$ cat src/chunk_file_name_parser_macros.svh
// assertion macros for the chunk file name parser
// included by files that carry concurrent checks; no other dependencies
`ifndef CHUNK_FILE_NAME_PARSER_MACROS_SVH
`define CHUNK_FILE_NAME_PARSER_MACROS_SVH

`ifndef NO_ASSERTIONS

// same-cycle implication, gated by the async reset
`define CFNP_ASSERT_IMPL(label, clk, rst_n, pre, post) \
	label: assert property (@(posedge clk) disable iff (!(rst_n)) (pre) |-> (post)) \
		else $error("cfnp check failed");

// next-cycle implication, gated by the async reset
`define CFNP_ASSERT_NEXT(label, clk, rst_n, pre, post) \
	label: assert property (@(posedge clk) disable iff (!(rst_n)) (pre) |=> (post)) \
		else $error("cfnp check failed");

`else

`define CFNP_ASSERT_IMPL(label, clk, rst_n, pre, post)
`define CFNP_ASSERT_NEXT(label, clk, rst_n, pre, post)

`endif

`endif

$ cat src/cfnp_pkg.sv
// shared types, character constants and helpers of the chunk file name parser
// no dependencies
`timescale 1ns / 1ps

package cfnp_pkg;

	localparam logic [7:0] ChC     = 8'h63;
	localparam logic [7:0] ChDot   = 8'h2e;
	localparam logic [7:0] ChMinus = 8'h2d;
	localparam logic [7:0] ChD     = 8'h64;
	localparam logic [7:0] ChA     = 8'h61;
	localparam logic [7:0] ChT     = 8'h74;

	// running magnitude may reach 2^31 but never exceed it
	localparam logic [37:0] MagLimit = 38'h00_8000_0000;

	localparam logic [2:0] CountMax   = 3'd7;
	localparam logic [2:0] BodyStart  = 3'd6;

	typedef enum logic [1:0] {
		PH_PREFIX_C,
		PH_PREFIX_DOT,
		PH_FIELD_X,
		PH_FIELD_Z
	} phase_t;

	typedef struct packed {
		logic        negative;
		logic        has_digit;
		logic        at_start;
		logic [31:0] magnitude;
	} field_t;

	localparam field_t FieldClear = '{
		negative:  1'b0,
		has_digit: 1'b0,
		at_start:  1'b1,
		magnitude: 32'd0
	};

	typedef struct packed {
		logic       valid;
		logic [5:0] value;
	} digit_t;

	typedef struct packed {
		logic        ok;
		logic [31:0] value;
	} finish_t;

	function automatic digit_t digit_decode(logic [7:0] c);
		digit_t     d;
		logic [7:0] diff;
		d    = '0;
		diff = '0;
		if (c >= 8'h30 && c <= 8'h39) begin
			diff = c - 8'h30;
			d.valid = 1'b1;
		end else if (c >= 8'h61 && c <= 8'h7a) begin
			diff = c - 8'h57;
			d.valid = 1'b1;
		end else if (c >= 8'h41 && c <= 8'h5a) begin
			diff = c - 8'h37;
			d.valid = 1'b1;
		end
		d.value = diff[5:0];
		return d;
	endfunction

	// magnitude never exceeds 2^31, so bit 31 set means exactly 2^31
	function automatic finish_t field_finish(field_t f);
		finish_t r;
		r.ok    = f.has_digit && (f.negative || !f.magnitude[31]);
		r.value = f.negative ? (32'd0 - f.magnitude) : f.magnitude;
		return r;
	endfunction

endpackage

$ cat src/cfnp_if.sv
// stream interfaces of the chunk file name parser: character input and result output
// depends on nothing but the language
`timescale 1ns / 1ps

interface cfnp_char_if;
	logic       valid;
	logic       ready;
	logic [7:0] char_code;
	logic       last_char;

	modport source (output valid, output char_code, output last_char, input ready);
	modport sink   (input valid, input char_code, input last_char, output ready);
endinterface

interface cfnp_result_if;
	logic               valid;
	logic               ready;
	logic               name_ok;
	logic signed [31:0] chunk_x;
	logic signed [31:0] chunk_z;

	modport source (output valid, output name_ok, output chunk_x, output chunk_z, input ready);
	modport sink   (input valid, input name_ok, input chunk_x, input chunk_z, output ready);
endinterface

$ cat src/cfnp_field_step.sv
// one character step of a signed base36 field: sign, digit decode, multiply by 36 and add
// depends on cfnp_pkg
`timescale 1ns / 1ps

module cfnp_field_step
	import cfnp_pkg::*;
(
	input  logic [7:0] char_code,
	input  field_t     cur,
	output field_t     nxt,
	output logic       fail
);

	digit_t      dig;
	logic [37:0] wide;
	logic [37:0] sum;

	assign dig  = digit_decode(char_code);
	assign wide = {6'd0, cur.magnitude};
	// times 36 as (m << 5) + (m << 2)
	assign sum  = (wide << 5) + (wide << 2) + {32'd0, dig.value};

	always_comb begin
		nxt  = cur;
		fail = 1'b0;
		if (cur.at_start && char_code == ChMinus) begin
			nxt.negative = 1'b1;
			nxt.at_start = 1'b0;
		end else begin
			nxt.at_start = 1'b0;
			if (!dig.valid) begin
				fail = 1'b1;
			end else if (sum > MagLimit) begin
				fail = 1'b1;
			end else begin
				nxt.magnitude = sum[31:0];
				nxt.has_digit = 1'b1;
			end
		end
	end

endmodule

$ cat src/chunk_file_name_parser.sv
// chunk file name parser top level: input register, parse state, result register
// depends on cfnp_pkg, cfnp_if, cfnp_field_step and the assertion macro header
//
// usage:
//   in_chars carries one byte of a file name per request (char_code), with
//   last_char set on the final byte. results carries one request per name:
//   name_ok, and chunk_x / chunk_z when the name has the form c.X.Z.dat,
//   X and Z signed base36 values in the 32-bit range; both are zero when
//   the name is rejected.
//   throughput: one character per cycle, except while a final character
//   waits on a held result. the final character is taken into the input
//   register, then the parse step writes the result register from it.
//   the last four bytes sit in a delay window, so body bytes are parsed four
//   characters late; the suffix check reads the window on the final byte.
//   a stall on results blocks only when a second final character reaches the
//   input register while the previous result is still held; other characters
//   keep flowing into the parse state.
//   reset clears the parse state and both valid flags; after each final
//   character the parse state returns to its reset value for the next name.
`timescale 1ns / 1ps
`include "chunk_file_name_parser_macros.svh"

module chunk_file_name_parser
	import cfnp_pkg::*;
(
	input  logic                 clk,
	input  logic                 arst_n,
	cfnp_char_if.sink            in_chars,
	cfnp_result_if.source        results
);

	// input register
	logic       valid_s1;
	logic [7:0] char_s1;
	logic       last_s1;

	// parse state
	logic [2:0] count_q;
	phase_t     phase_q;
	logic       failed_q;
	field_t     field_q;
	logic [31:0] first_q;
	logic [7:0] win_q [4];

	// result register
	logic               out_valid_q;
	logic               name_ok_q;
	logic signed [31:0] chunk_x_q;
	logic signed [31:0] chunk_z_q;

	logic       advance;
	logic       in_ready;

	logic [2:0] count_n;
	phase_t     phase_n;
	logic       failed_n;
	field_t     field_n;
	logic [31:0] first_n;
	logic [7:0] win_n [4];

	field_t     step_nxt;
	logic       step_fail;
	finish_t    x_fin;
	finish_t    z_fin;
	logic       suffix_ok;
	logic       name_ok_n;

	assign advance  = valid_s1 && (!last_s1 || !out_valid_q || results.ready);
	assign in_ready = !valid_s1 || advance;
	assign in_chars.ready = in_ready;

	cfnp_field_step u_field_step (
		.char_code (win_q[0]),
		.cur       (field_q),
		.nxt       (step_nxt),
		.fail      (step_fail)
	);

	assign x_fin = field_finish(field_q);

	always_comb begin
		phase_n  = phase_q;
		failed_n = failed_q;
		field_n  = field_q;
		first_n  = first_q;
		win_n    = win_q;
		if (count_q == 3'd0) begin
			if (char_s1 != ChC) failed_n = 1'b1;
			phase_n = PH_PREFIX_DOT;
		end else if (count_q == 3'd1) begin
			if (char_s1 != ChDot) failed_n = 1'b1;
			phase_n = PH_FIELD_X;
		end else begin
			// oldest window byte is a body byte once six bytes have been seen
			if (count_q >= BodyStart && !failed_q) begin
				unique case (phase_q)
					PH_FIELD_X: begin
						if (win_q[0] == ChDot) begin
							if (!x_fin.ok) begin
								failed_n = 1'b1;
							end else begin
								first_n = x_fin.value;
								field_n = FieldClear;
								phase_n = PH_FIELD_Z;
							end
						end else begin
							field_n = step_nxt;
							if (step_fail) failed_n = 1'b1;
						end
					end
					PH_FIELD_Z: begin
						field_n = step_nxt;
						if (step_fail) failed_n = 1'b1;
					end
					PH_PREFIX_C, PH_PREFIX_DOT: begin
						failed_n = 1'b1;
					end
				endcase
			end
			win_n[0] = win_q[1];
			win_n[1] = win_q[2];
			win_n[2] = win_q[3];
			win_n[3] = char_s1;
		end
		count_n = (count_q == CountMax) ? CountMax : count_q + 3'd1;
	end

	assign z_fin     = field_finish(field_n);
	assign suffix_ok = win_n[0] == ChDot && win_n[1] == ChD &&
	                   win_n[2] == ChA && win_n[3] == ChT;
	assign name_ok_n = !failed_n && count_q >= BodyStart && phase_n == PH_FIELD_Z &&
	                   suffix_ok && z_fin.ok;

	always_ff @(posedge clk or negedge arst_n) begin
		if (!arst_n) begin
			valid_s1 <= 1'b0;
		end else if (in_chars.valid && in_ready) begin
			valid_s1 <= 1'b1;
		end else if (advance) begin
			valid_s1 <= 1'b0;
		end
	end

	always_ff @(posedge clk) begin
		if (in_chars.valid && in_ready) begin
			char_s1 <= in_chars.char_code;
			last_s1 <= in_chars.last_char;
		end
	end

	always_ff @(posedge clk or negedge arst_n) begin
		if (!arst_n) begin
			count_q  <= '0;
			phase_q  <= PH_PREFIX_C;
			failed_q <= 1'b0;
			field_q  <= FieldClear;
			first_q  <= '0;
			win_q    <= '{default: 8'd0};
		end else if (advance) begin
			if (last_s1) begin
				count_q  <= '0;
				phase_q  <= PH_PREFIX_C;
				failed_q <= 1'b0;
				field_q  <= FieldClear;
				first_q  <= '0;
				win_q    <= '{default: 8'd0};
			end else begin
				count_q  <= count_n;
				phase_q  <= phase_n;
				failed_q <= failed_n;
				field_q  <= field_n;
				first_q  <= first_n;
				win_q    <= win_n;
			end
		end
	end

	always_ff @(posedge clk or negedge arst_n) begin
		if (!arst_n) begin
			out_valid_q <= 1'b0;
		end else if (advance && last_s1) begin
			out_valid_q <= 1'b1;
		end else if (results.ready) begin
			out_valid_q <= 1'b0;
		end
	end

	always_ff @(posedge clk) begin
		if (advance && last_s1) begin
			name_ok_q <= name_ok_n;
			chunk_x_q <= name_ok_n ? first_n : 32'd0;
			chunk_z_q <= name_ok_n ? z_fin.value : 32'd0;
		end
	end

	assign results.valid   = out_valid_q;
	assign results.name_ok = name_ok_q;
	assign results.chunk_x = chunk_x_q;
	assign results.chunk_z = chunk_z_q;

	// a rejected name never carries coordinates
	`CFNP_ASSERT_IMPL(a_reject_zero, clk, arst_n,
		out_valid_q && !name_ok_q, chunk_x_q == 32'sd0 && chunk_z_q == 32'sd0)

	// the final character leaves the parse state cleared for the next name
	`CFNP_ASSERT_NEXT(a_clear_after_last, clk, arst_n,
		advance && last_s1, count_q == 3'd0 && !failed_q && phase_q == PH_PREFIX_C)

	// input only stalls behind a final character waiting on a held result
	`CFNP_ASSERT_IMPL(a_stall_cause, clk, arst_n,
		!in_ready, valid_s1 && last_s1 && out_valid_q && !results.ready)

endmodule
$ cat src/flat_wrapper.sv
// flat-port wrapper written by rule: the top's interface ports become plain ports
module chunk_file_name_parser_flat import cfnp_pkg::*;
  (clk, arst_n, in_chars_valid, in_chars_char_code, in_chars_last_char, in_chars_ready, results_valid, results_name_ok, results_chunk_x, results_chunk_z, results_ready);
  cfnp_char_if in_chars_i ();
  cfnp_result_if results_i ();
  input  logic clk;
  input  logic arst_n;
  input wire logic [$bits(in_chars_i.valid)-1:0] in_chars_valid;
  input wire logic [$bits(in_chars_i.char_code)-1:0] in_chars_char_code;
  input wire logic [$bits(in_chars_i.last_char)-1:0] in_chars_last_char;
  output wire logic [$bits(in_chars_i.ready)-1:0] in_chars_ready;
  output wire logic [$bits(results_i.valid)-1:0] results_valid;
  output wire logic [$bits(results_i.name_ok)-1:0] results_name_ok;
  output wire logic [$bits(results_i.chunk_x)-1:0] results_chunk_x;
  output wire logic [$bits(results_i.chunk_z)-1:0] results_chunk_z;
  input wire logic [$bits(results_i.ready)-1:0] results_ready;
  assign in_chars_i.valid = in_chars_valid;
  assign in_chars_i.char_code = in_chars_char_code;
  assign in_chars_i.last_char = in_chars_last_char;
  assign in_chars_ready = in_chars_i.ready;
  assign results_valid = results_i.valid;
  assign results_name_ok = results_i.name_ok;
  assign results_chunk_x = results_i.chunk_x;
  assign results_chunk_z = results_i.chunk_z;
  assign results_i.ready = results_ready;
  chunk_file_name_parser u_core (.clk(clk), .arst_n(arst_n), .in_chars(in_chars_i), .results(results_i));
endmodule
$ cat config.mk
export PLATFORM = sky130hd
export DESIGN_NAME = chunk_file_name_parser_flat
export DESIGN_NICKNAME = d
export VERILOG_FILES = /design/src/cfnp_pkg.sv /design/src/cfnp_if.sv /design/src/cfnp_field_step.sv /design/src/chunk_file_name_parser.sv /design/src/flat_wrapper.sv
export VERILOG_INCLUDE_DIRS = /design/src /design/src/src
export SDC_FILE = /design/constraint.sdc
export NUM_CORES = 1
export LEC_CHECK = 0
export ABC_AREA = 0
export BUFFER_PORTS_ARGS = -buffer_cell sky130_fd_sc_hd__buf_4
export CORE_AREA = 2 2 249 178
export DETAILED_ROUTE_END_ITERATION = 10
export DIE_AREA = 0 0 251 180
export PLACE_DENSITY_LB_ADDON = 0.08
export SYNTH_ARGS = -nofsm -noshare
export SYNTH_HDL_FRONTEND = slang
export SYNTH_HIERARCHICAL = 1
export SYNTH_SLANG_ARGS = --single-unit
$ cat constraint.sdc
create_clock -name clk -period 13.4 [get_ports clk]
set_clock_uncertainty 0.1 [all_clocks]
set_input_delay 3.35 -clock clk [delete_from_list [all_inputs] [get_ports clk]]
set_output_delay 3.35 -clock clk [all_outputs]
set_load 0.1 [all_outputs]
==> results.md, run 1 <==
- Slowest cell on crit path: or4_4
- FF-to-FF setup slack: 4470 ps
- Final Cycle Share: 0.6666
- WL/cell: 21.90 um
- Die area: 45180 um2
- CP peak stage delay: 590 ps
- DRC viols: 0
- Ys async rst share: 0.5912
- Hold Vio Cnt, Final: 0
- R2R Path End: u_core/results.chunk_z[31]
- First-pass GRT wire length: 68.99 mm
- Max VDD drop: 0.1055 mV
- Hold Path Stages: 2
- Leak: 6.148 nW
- Setup TNS: 0 ps
- Area growth syn-to-layout: 11.91%
- Clock buffer depth: 2
- GR Overflow Total: 0
- Warnings, synthesis: 6
- FILL cells: 4394
- Setup violations, final: 0
- Slew margin rel.: 0.1628
- RSZ-0062 raised after global routing: no
- Post-synth EDFFs: 74
- Yosys top cell area share: 0.2023
- Synth Area in XOR/XNOR: 0.05677
- Worst r2r src: u_core/win_q[25]
- Final antenna diode count: 0
- Starting Density: 0.3055
- Insertion delay of the later-clocked pin in the worst-skew pair: 460 ps
- Complex-gate fraction of the synthesized area: 0.2434
- WP data arrival: 9050 ps
- Resized cells post-CTS: 0
- Hold_sp: u_core/first_q[14]
- Initial drt markers: 1048
- Die width: 251 um
- Hold buffer count at cts: 0
- Worst setup EP type: flip-flop
- IO Port Bufs: 79
- Clk slew on worst S/H paths: 70 ps
- Syn_area_per_cell: 9.158 um2
- TritonCTS Buffers: 17
- CTS root buf: clkbuf_16
- Sequential-to-total area share from yosys stat: 0.3737
- Largest net degree at the start of global routing: 68
- Row cnt: 64
- Synth top area cells: dfrtp_1, edfxtp_1, ha_1, o21ai_0, nand2_1
- Fmax: 112.0 MHz
- Max FO, Critical Path: 24
- Placed cell areas: 14080 um2
- Layout cell share with drive strength beyond 1: 0.1291
- Ys flop type: dfrtp_1
- Simple-gate share of the synthesized area: 0.1725
- NumNets Final: 1544
- Postcts setup bufs: 0
- Post-Syn Area: 13110 um2
- Cell variety after synth: 96
- Worst R2R Path Depth: 28
- Non-filler cells, final: 2025
- Routability Congestion: 0.8951
- Combinational family with the most area after synthesis: compound AO/OA/AOI/OAI gates
- Mux cell area share after synthesis: 0.03015
- Status: finished, final reports clean
- Crit path kind: reg2reg
- Slew @ Worst Pin: 1250 ps
- Routed WL: 44.34 mm
- Tmin final: 8932 ps
- Die height: 180 um
- PD cells: 92.23 nW/um2
- Final slew viol count: 0
- Worst hold slack: 381.3 ps
- Most area-hungry cell type in the Yosys netlist: dfrtp_1
- Hold Path End: u_core/first_q[14]
- Syn Nets: 1524
- Final Instance Area: 14680 um2
- Hpwl dp: 32.85 mm
- Placed Instances: 1994
- Synth Area in Adders: 0.07652
- Critical Path Start Type: flip-flop
- Synth Instances: 1432
- Core Box Area: 42920 um2
- Aggregate global-route resource usage: 0.1974
- Via-to-Cell Ratio: 5.564
- DR pass1 iterations: 5
- H-tree depth: 4
- Vias: 11.27k
- TritonCTS clock tree: yes
- Vias in the first global route: 10.81k
- Crit path required time: 13520 ps
- Routed Antenna Nets: 0
- Antenna violations before repair: 0
- Hold Crit Class: reg2reg
- Seq cells post-synth: 181
- Max_cap viols: 0
- IO Pins: 80
- Sink Count: 181
## placed cells by master, fill, tap and decap left out, types with 12 or more instances in the layout
cell type  instances
a211oi_1          19
a21o_1            19
a21oi_1           59
a22o_1            49
a22oi_1           46
buf_4             96
clkbuf_16         17
dfrtp_1          106
edfxtp_1          74
ha_1              77
inv_1             32
nand2_1          159
nand2b_1          12
nand3_1           25
nand4_1           17
nor2_1           129
nor3_1            19
nor4_1            16
o21ai_0          130
o22ai_1           17
o31ai_1           22
or3_1             13
xnor2_1           28
xor2_1            57
## sequential cells by signal, summed over array words and instances (netlist names)
name                    flops
u_core/field_q             35
u_core/first_q             32
u_core/results.chunk_x     32
u_core/results.chunk_z     32
u_core/win_q               32
u_core/char_s1              8
u_core/count_q              3
u_core/phase_q              2
u_core/failed_q             1
u_core/last_s1              1
u_core/results.name_ok      1
u_core/results.valid        1
u_core/valid_s1             1
## how the worst max path moves through the flow
stage / from / end / slack [ps] / cells past startpoint
3_5_place_dp: u_core/win_q[25] / u_core/results.chunk_z[31] / 4670 / 28
6_report: u_core/win_q[25] / u_core/results.chunk_z[31] / 4470 / 28
5_1_grt: u_core/win_q[25] / u_core/results.chunk_z[31] / 4010 / 28
4_1_cts: u_core/win_q[25] / u_core/results.chunk_z[31] / 4580 / 28
2_1_floorplan: results_ready / in_chars_ready / 5600 / 1
3_3_place_gp: u_core/win_q[25] / u_core/results.chunk_z[13] / 4810 / 28
## metal layers
metal	track usage	routed length (um)	part of all wire
met1	0.3239	23810	0.54
met2	0.2618	17370	0.39
met3	0.03374	2647	0.060
met4	0.04024	508	0.011
met5	0	0	0
## through the flow
step / utilization / worst slack, ps / total power [mW]
after floorplan: - / 5596 / 0.7691
after global placement: 0.3280 / 4810 / 0.8339
after detailed placement: 0.3280 / 4669 / 0.8337
after CTS: 0.3419 / 4584 / 1.368
after global routing: 0.3419 / 4010 / 1.416
final: 0.3419 / 4468 / 1.354
## cell type report
type / count / area [um2] / area share
tap: 561 / 701.9 / 0.04783
clock inverter: 13 / 170.2 / 0.01160
multi-input combinational: 1123 / 7629 / 0.5198
clock buffer: 18 / 429.2 / 0.02924
inverter: 33 / 123.9 / 0.008441
sequential: 181 / 4901 / 0.3340
timing repair buffer: 96 / 720.7 / 0.04911
## worst max-delay path, delay by kind of cell (launching register included)
family | cells | cell delay, ps
simple gates | 11 | 3650
compound gates | 9 | 2200
fa+ha+maj | 4 | 1160
mux | 2 | 580
buf+inv | 2 | 510
flops | 1 | 470
## cells in the mapped netlist, types with 6 or more instances
library cell	n
nand2_1	160
nor2_1	132
o21ai_0	130
dfrtp_1	106
ha_1	77
edfxtp_1	74
clkbuf_1	61
a21oi_1	59
xor2_1	57
a22o_1	49
a22oi_1	46
inv_1	33
xnor2_1	28
nand3_1	25
o31ai_1	22
nor3_1	20
a211oi_1	19
a21o_1	19
nand4_1	17
o22ai_1	17
buf_2	16
nor4_1	16
or3_1	13
nand2b_1	12
mux2i_1	11
mux2_4	10
buf_6	9
mux2_2	8
o211ai_1	8
a211oi_2	7
nor2b_1	7
o2111ai_1	7
o21ai_1	7
or4_1	7
a31oi_1	6
and3_1	6
buf_4	6
o21bai_1	6
or2_2	6
## kinds of logic (layout without fill, tap and decap cells)
family	count (synthesis)	count (layout)
AO/OA/AOI/OAI	460	460
XOR/XNOR	85	85
adder cells (fa/ha/maj)	79	79
buffers and inverters	128	160
flip-flops	181	181
multiplexers	33	33
other	1	1
AND/OR/NAND/NOR	465	465
## report_power, final
| group | switching (mW) | internal (mW) | leakage, nW |
|---|---|---|---|
| clock network | 0.234 | 0.296 | 0.286 |
| logic | 0.117 | 0.0480 | 3.59 |
| registers | 0.0469 | 0.612 | 2.27 |
| total | 0.398 | 0.955 | 6.15 |
Note: power is estimated with default switching activity, not from simulation.
==> run 2: changes to the inputs <==
==> constraint.sdc (replaced) <==
create_clock -name clk -period 8.68 [get_ports clk]
set_clock_uncertainty 0.1 [all_clocks]
set_input_delay 2.17 -clock clk [delete_from_list [all_inputs] [get_ports clk]]
set_output_delay 2.17 -clock clk [all_outputs]
set_load 0.1 [all_outputs]
==> run 2 against run 1 <==
Against the previous run: register-to-register slack worse by 4100 ps; critical path depth is 1 higher; design area is 1.0% higher; sequential power is 55% higher; global-route usage is 0.13 points higher; critical path type unchanged; largest power group unchanged.
==> results.md, run 2 (synthesis results as in run 1) <==
- Status: finished, final reports clean
- Logic pwr share: 0.123 (about the same)
- Antenna violations before repair: 1 (+1)
- Final Instance Area: 14820 um2 (+1.0%)
- Worst setup EP type: flip-flop
- Final Cycle Share: 0.9531 (+0.2866)
- Final antenna diode count: 0 (unchanged)
- Worst hold slack: 379.6 ps (-1.736 ps)
- Area growth syn-to-layout: 13.04%
- Slew margin rel.: 0.2576 (+0.09481)
- Setup violations, final: 0 (unchanged)
- Tmin final: 8273 ps (-658.5 ps)
- Final slew viol count: 0 (unchanged)
- First-pass GRT wire length: 69.08 mm (+0.14%)
- Clock buffer depth: 2 (unchanged)
- Commonest non-fill, non-tap cell in the layout: nand2_1
- Hold Vio Cnt, Final: 0 (unchanged)
- Max FO, Critical Path: 9 (-63%)
- Placed cell areas: 14170 um2 (+0.64%)
- Vias: 11.56k (+2.5%)
- Die height: 180 um (unchanged)
- Pre-CTS WS: 72.72 ps (-4597 ps)
- FILL cells: 4434 (+0.91%)
- Max FFs per register: 35 (unchanged)
- Routed WL: 45.12 mm (+1.8%)
- Top reg by flops: u_core/field_q
- RSZ-0062 raised after global routing: yes
- Critical Path Start Type: flip-flop
- Clk slew on worst S/H paths: 80 ps (about the same)
- Row cnt: 64 (unchanged)
- Core Box Area: 42920 um2 (unchanged)
- Routability Congestion: 0.8723 (-2.5%)
- Switching Power: 0.6442 mW (+62%)
- WP data arrival: 8390 ps (-660 ps)
- Placed Instances: 2006 (+0.60%)
- Non-filler cells, final: 2042 (+0.84%)
- Most numerous cell on the critical path: ha_1
- Sink Count: 181 (unchanged)
- NumNets Final: 1560 (+1.0%)
- Initial drt markers: 908 (-13%)
- Pwr Total: 2.081 mW (+54%)
- Die width: 251 um (unchanged)
- Vias in the first global route: 10.75k (-0.52%)
- Max_cap viols: 0 (unchanged)
- Util after Layout: 0.3454 (+0.003469)
- DR pass1 iterations: 5 (unchanged)
- Hold buffer count at cts: 0 (unchanged)
- Largest net degree at the start of global routing: 68 (unchanged)
- TritonCTS clock tree: yes
- Via-to-Cell Ratio: 5.659 (+1.7%)
- H-tree depth: 4 (unchanged)
- Slew @ Worst Pin: 1114 ps (-136.7 ps)
- IO Port Bufs: 79 (unchanged)
- Crit path required time: 8800 ps (-4720 ps)
- CTS root buf: clkbuf_16
- Leak: 6.245 nW (+1.6%)
- Insertion delay of the later-clocked pin in the worst-skew pair: 460 ps (about the same)
- Die area: 45180 um2 (unchanged)
- Switching Share: 0.3095 (+0.01523)
- DRC viols: 0 (unchanged)
- PD cells: 140.4 nW/um2 (+52%)
- GR Overflow Total: 0 (unchanged)
- Setup ws final: 406.7 ps (-4061 ps)
- Routed Antenna Nets: 0 (unchanged)
- IO Pins: 80 (unchanged)
- Slowest cell on crit path: or4_1
- Internal Power: 1.437 mW (+50%)
- Crit path kind: reg2reg
- Layout cell share with drive strength beyond 1: 0.1438 (+0.01472)
- CP peak stage delay: 560 ps (-30 ps)
- Hpwl dp: 33.48 mm (+1.9%)
- Hold Crit Class: reg2reg
- TritonCTS Buffers: 17 (unchanged)
- Sequential Power Share: 0.488 (about the same)
- Max VDD drop: 0.1334 mV (+27%)
- Aggregate global-route resource usage: 0.1987 (+0.001308)
- Most frequent cells in the layout: nand2_1, o21ai_0, nor2_1, buf_4, dfrtp_1
- Starting Density: 0.3055 (unchanged)
- Clock power share: 0.389 (-0.002)
- Setup TNS: 0 ps (unchanged)
- FF/Latch Area: 4901 um2 (unchanged)
- Area of the multi-input gates: 7654 um2 (+0.33%)
- Fmax: 120.9 MHz (+8.0%)
- WL/cell: 22.09 um (+0.91%)
[run 2: area by class of cell]
type                       instances  area share
timing repair buffer             112     0.05672
clock buffer                      18     0.02963
inverter                          33    0.008356
clock inverter                    14     0.01106
multi-input combinational       1123      0.5163
tap                              561     0.04735
sequential                       181      0.3306
[run 2: worst paths after layout]
kind                                          from                    endpoint  slack (ps)  cells past startpoint
worst min-delay path            u_core/first_q[26]          u_core/first_q[26]         380                      2
worst max register to register    u_core/win_q[25]  u_core/results.chunk_z[31]         410                     29
max in group asynchronous                   arst_n            u_core/win_q[31]        5580                      2
min in group asynchronous                   arst_n          u_core/first_q[13]        1710                      1
worst max-delay path              u_core/win_q[25]  u_core/results.chunk_z[31]         410                     29
worst min register to register  u_core/first_q[26]          u_core/first_q[26]         380                      2
[run 2: power groups by stage]
stage | clock network (mW) | registers (mW) | logic [mW]
floorplan | 0 | 1.04 | 0.145
global placement | 0 | 1.03 | 0.256
detailed placement | 0 | 1.03 | 0.258
CTS | 0.835 | 1.01 | 0.259
global route | 0.873 | 1.02 | 0.284
finish | 0.810 | 1.02 | 0.257
[run 2: what timing repair did]
action	4_1_cts	5_1_grt
gates resized for setup	0	4
endpoints found under the setup margin	0	18
endpoints found under the hold margin	0	0
setup buffers	0	4
[run 2: worst max-delay path: cells and delay by family, from the launching register on]
family	cells	cell delay, ps
AOI/OAI and AO/OA	11	2210
adders and majority gates	4	1160
buffers and inverters	3	580
DFF	1	470
muxes	2	760
and+or+nand+nor	9	2760
[run 2: routing by layer]
layer	GRT usage	vias up	routed length, um
met2	0.2576	361	17690
met1	0.3317	5752	24710
li1	-	5416	-
met3	0.03273	26	2262
met5	0	-	0
met4	0.04071	0	456
==> run 3: changes to the inputs <==
--- a/config.mk
+++ b/config.mk
@@ -12,6 +12,7 @@
 export DETAILED_ROUTE_END_ITERATION = 10
 export DIE_AREA = 0 0 251 180
 export PLACE_DENSITY_LB_ADDON = 0.08
+export SLEW_MARGIN = 20
 export SYNTH_ARGS = -nofsm -noshare
 export SYNTH_HDL_FRONTEND = slang
 export SYNTH_HIERARCHICAL = 1
==> constraint.sdc (replaced) <==
create_clock -name clk -period 10.58 [get_ports clk]
set_clock_uncertainty 0.1 [all_clocks]
set_input_delay 2.645 -clock clk [delete_from_list [all_inputs] [get_ports clk]]
set_output_delay 2.645 -clock clk [all_outputs]
set_load 0.1 [all_outputs]
==> run 3 against run 2 <==
Against the previous run: wire length down 1.1%; non-clock buffer count down 16; combinational power down 19%; global-route usage down 0.13 points; via count down 1.4%; count of clock-buffer cells in the layout unchanged; final cell count down 0.78%; die area unchanged; design area down 1.2%; first-iteration DRC count down 8.4%; critical path depth down 1.
==> results.md, run 3 (synthesis results as in run 1) <==
- Slew @ Worst Pin: 1134 ps (+20.28 ps)
- Insertion delay of the later-clocked pin in the worst-skew pair: 460 ps (about the same)
- Hold buffer count at cts: 0 (unchanged)
- Setup violations, final: 0 (unchanged)
- Tmin final: 8977 ps (+703.6 ps)
- Core Box Area: 42920 um2 (unchanged)
- Routed WL: 44.64 mm (-1.1%)
- Hold Crit Class: reg2reg
- Largest net degree at the start of global routing: 68 (unchanged)
- Leak: 6.137 nW (-1.7%)
- Aggregate global-route resource usage: 0.1974 (-0.001334)
- Top reg by flops: u_core/field_q
- Die height: 180 um (unchanged)
- NumNets Final: 1544 (-1.0%)
- Resized cells post-CTS: 0 (unchanged)
- Slew margin rel.: 0.2408 (-0.01685)
- Max FO, Critical Path: 14 (+5)
- Vias in the first global route: 10.76k (+0.037%)
- DR pass1 iterations: 5 (unchanged)
- Worst r2r src: u_core/win_q[25]
- Setup TNS: 0 ps (unchanged)
- Final antenna diode count: 0 (unchanged)
- Max FFs per register: 35 (unchanged)
- Most frequent cells in the layout: nand2_1, o21ai_0, nor2_1, dfrtp_1, buf_4
- Die width: 251 um (unchanged)
- Worst setup EP type: flip-flop
- Most numerous cell on the critical path: ha_1
- CP startpoint: u_core/win_q[25]
- Routability Congestion: 0.9003 (+3.2%)
- CP peak stage delay: 550 ps (about the same)
- Die area: 45180 um2 (unchanged)
- Area growth syn-to-layout: 11.69%
- Commonest non-fill, non-tap cell in the layout: nand2_1
- Via-to-Cell Ratio: 5.626 (-0.57%)
- Hpwl dp: 33.46 mm (about the same)
- WP data arrival: 9090 ps (+700 ps)
- GR Overflow Total: 0 (unchanged)
- TritonCTS clock tree: yes
- Postcts setup bufs: 0 (unchanged)
- FILL cells: 4455 (+0.47%)
- Max VDD drop: 0.1211 mV (-9.2%)
- Hold_sp: u_core/first_q[20]
- Placed Instances: 1994 (-0.60%)
- First-pass GRT wire length: 68.65 mm (-0.63%)
- Slowest cell on crit path: or4_1
- Vias: 11.40k (-1.4%)
- Non-filler cells, final: 2026 (-0.78%)
- Clk slew on worst S/H paths: 80 ps (about the same)
- Starting Density: 0.3055 (unchanged)
- Hold Vio Cnt, Final: 0 (unchanged)
- CTS root buf: clkbuf_16
- TritonCTS Buffers: 17 (unchanged)
- Clock buffer depth: 2 (unchanged)
- IO Port Bufs: 79 (unchanged)
- Row cnt: 64 (unchanged)
- Final slew viol count: 0 (unchanged)
- Initial drt markers: 832 (-8.4%)
- Routed Antenna Nets: 0 (unchanged)
- IO Pins: 80 (unchanged)
- Layout cell share with drive strength beyond 1: 0.1311 (-0.01276)
- Area of the multi-input gates: 7629 um2 (-0.33%)
- Antenna violations before repair: 1 (unchanged)
- Crit path kind: reg2reg
- PD cells: 114.4 nW/um2 (-19%)
- Worst hold slack: 380.4 ps (+0.7920 ps)
- Sink Count: 181 (unchanged)
- RSZ-0062 raised after global routing: no
- H-tree depth: 4 (unchanged)
- WL/cell: 22.03 um (-0.28%)
- Final Cycle Share: 0.8485 (-0.1047)
- DRC viols: 0 (unchanged)
- Crit path required time: 10690 ps (+1890 ps)
- Max_cap viols: 0 (unchanged)
- Status: finished, final reports clean
- Critical Path Start Type: flip-flop
- Fmax: 111.4 MHz (-7.8%)
- FF/Latch Area: 4901 um2 (unchanged)
run 3: final timing paths:
kind	end	slack [ps]	depth (start not counted)
max reg2reg	u_core/results.chunk_z[31]	1600	28
min reg2reg	u_core/first_q[20]	380	2
max	u_core/results.chunk_z[31]	1600	28
max in group asynchronous	u_core/field_q[26]	7000	2
min	u_core/first_q[20]	380	2
min in group asynchronous	u_core/first_q[16]	2140	1
run 3: power breakdown:
group,internal (mW),switching (mW)
Clock,0.313,0.319
Sequential,0.774,0.0590
Combinational,0.0608,0.148
Total,1.15,0.527
run 3: through the flow:
| step | total power [mW] | cell area (um2) | worst slack, ps | util |
|---|---|---|---|---|
| after global routing | 1.757 | 14650 | 1184 | 0.3412 |
| after CTS | 1.696 | 14650 | 1768 | 0.3412 |
| final | 1.675 | 14650 | 1603 | 0.3412 |
| after detailed placement | 1.056 | 14080 | 1789 | 0.3280 |
| after global placement | 1.056 | 14080 | 2015 | 0.3280 |
| after floorplan | 0.9741 | 13110 | 3094 | - |
run 3: worst max-delay path: cells and delay by family (launching register included):
kind                     cells  cell delay [ps]
flip-flops                   1              480
AO/OA/AOI/OAI                9             2300
AND/OR/NAND/NOR             11             3510
multiplexers                 2              690
buffers and inverters        2              480
adder cells (fa/ha/maj)      4             1180
run 3: layout make-up:
cell class              instances  share of cell area
flip-flops and latches        181              0.3346
clock inverters                14            0.009653
well taps                     561             0.04792
repair buffers                 96             0.04921
clock buffers                  18             0.02930
multi-input cells            1123              0.5208
inverters                      33            0.008457
run 3: metal layers:
layer,track usage,up-vias,part of all wire
met5,0,-,0
met4,0.04452,0,0.016
met3,0.03924,36,0.061
met2,0.2580,359,0.38
met1,0.3221,5624,0.54
li1,-,5380,-
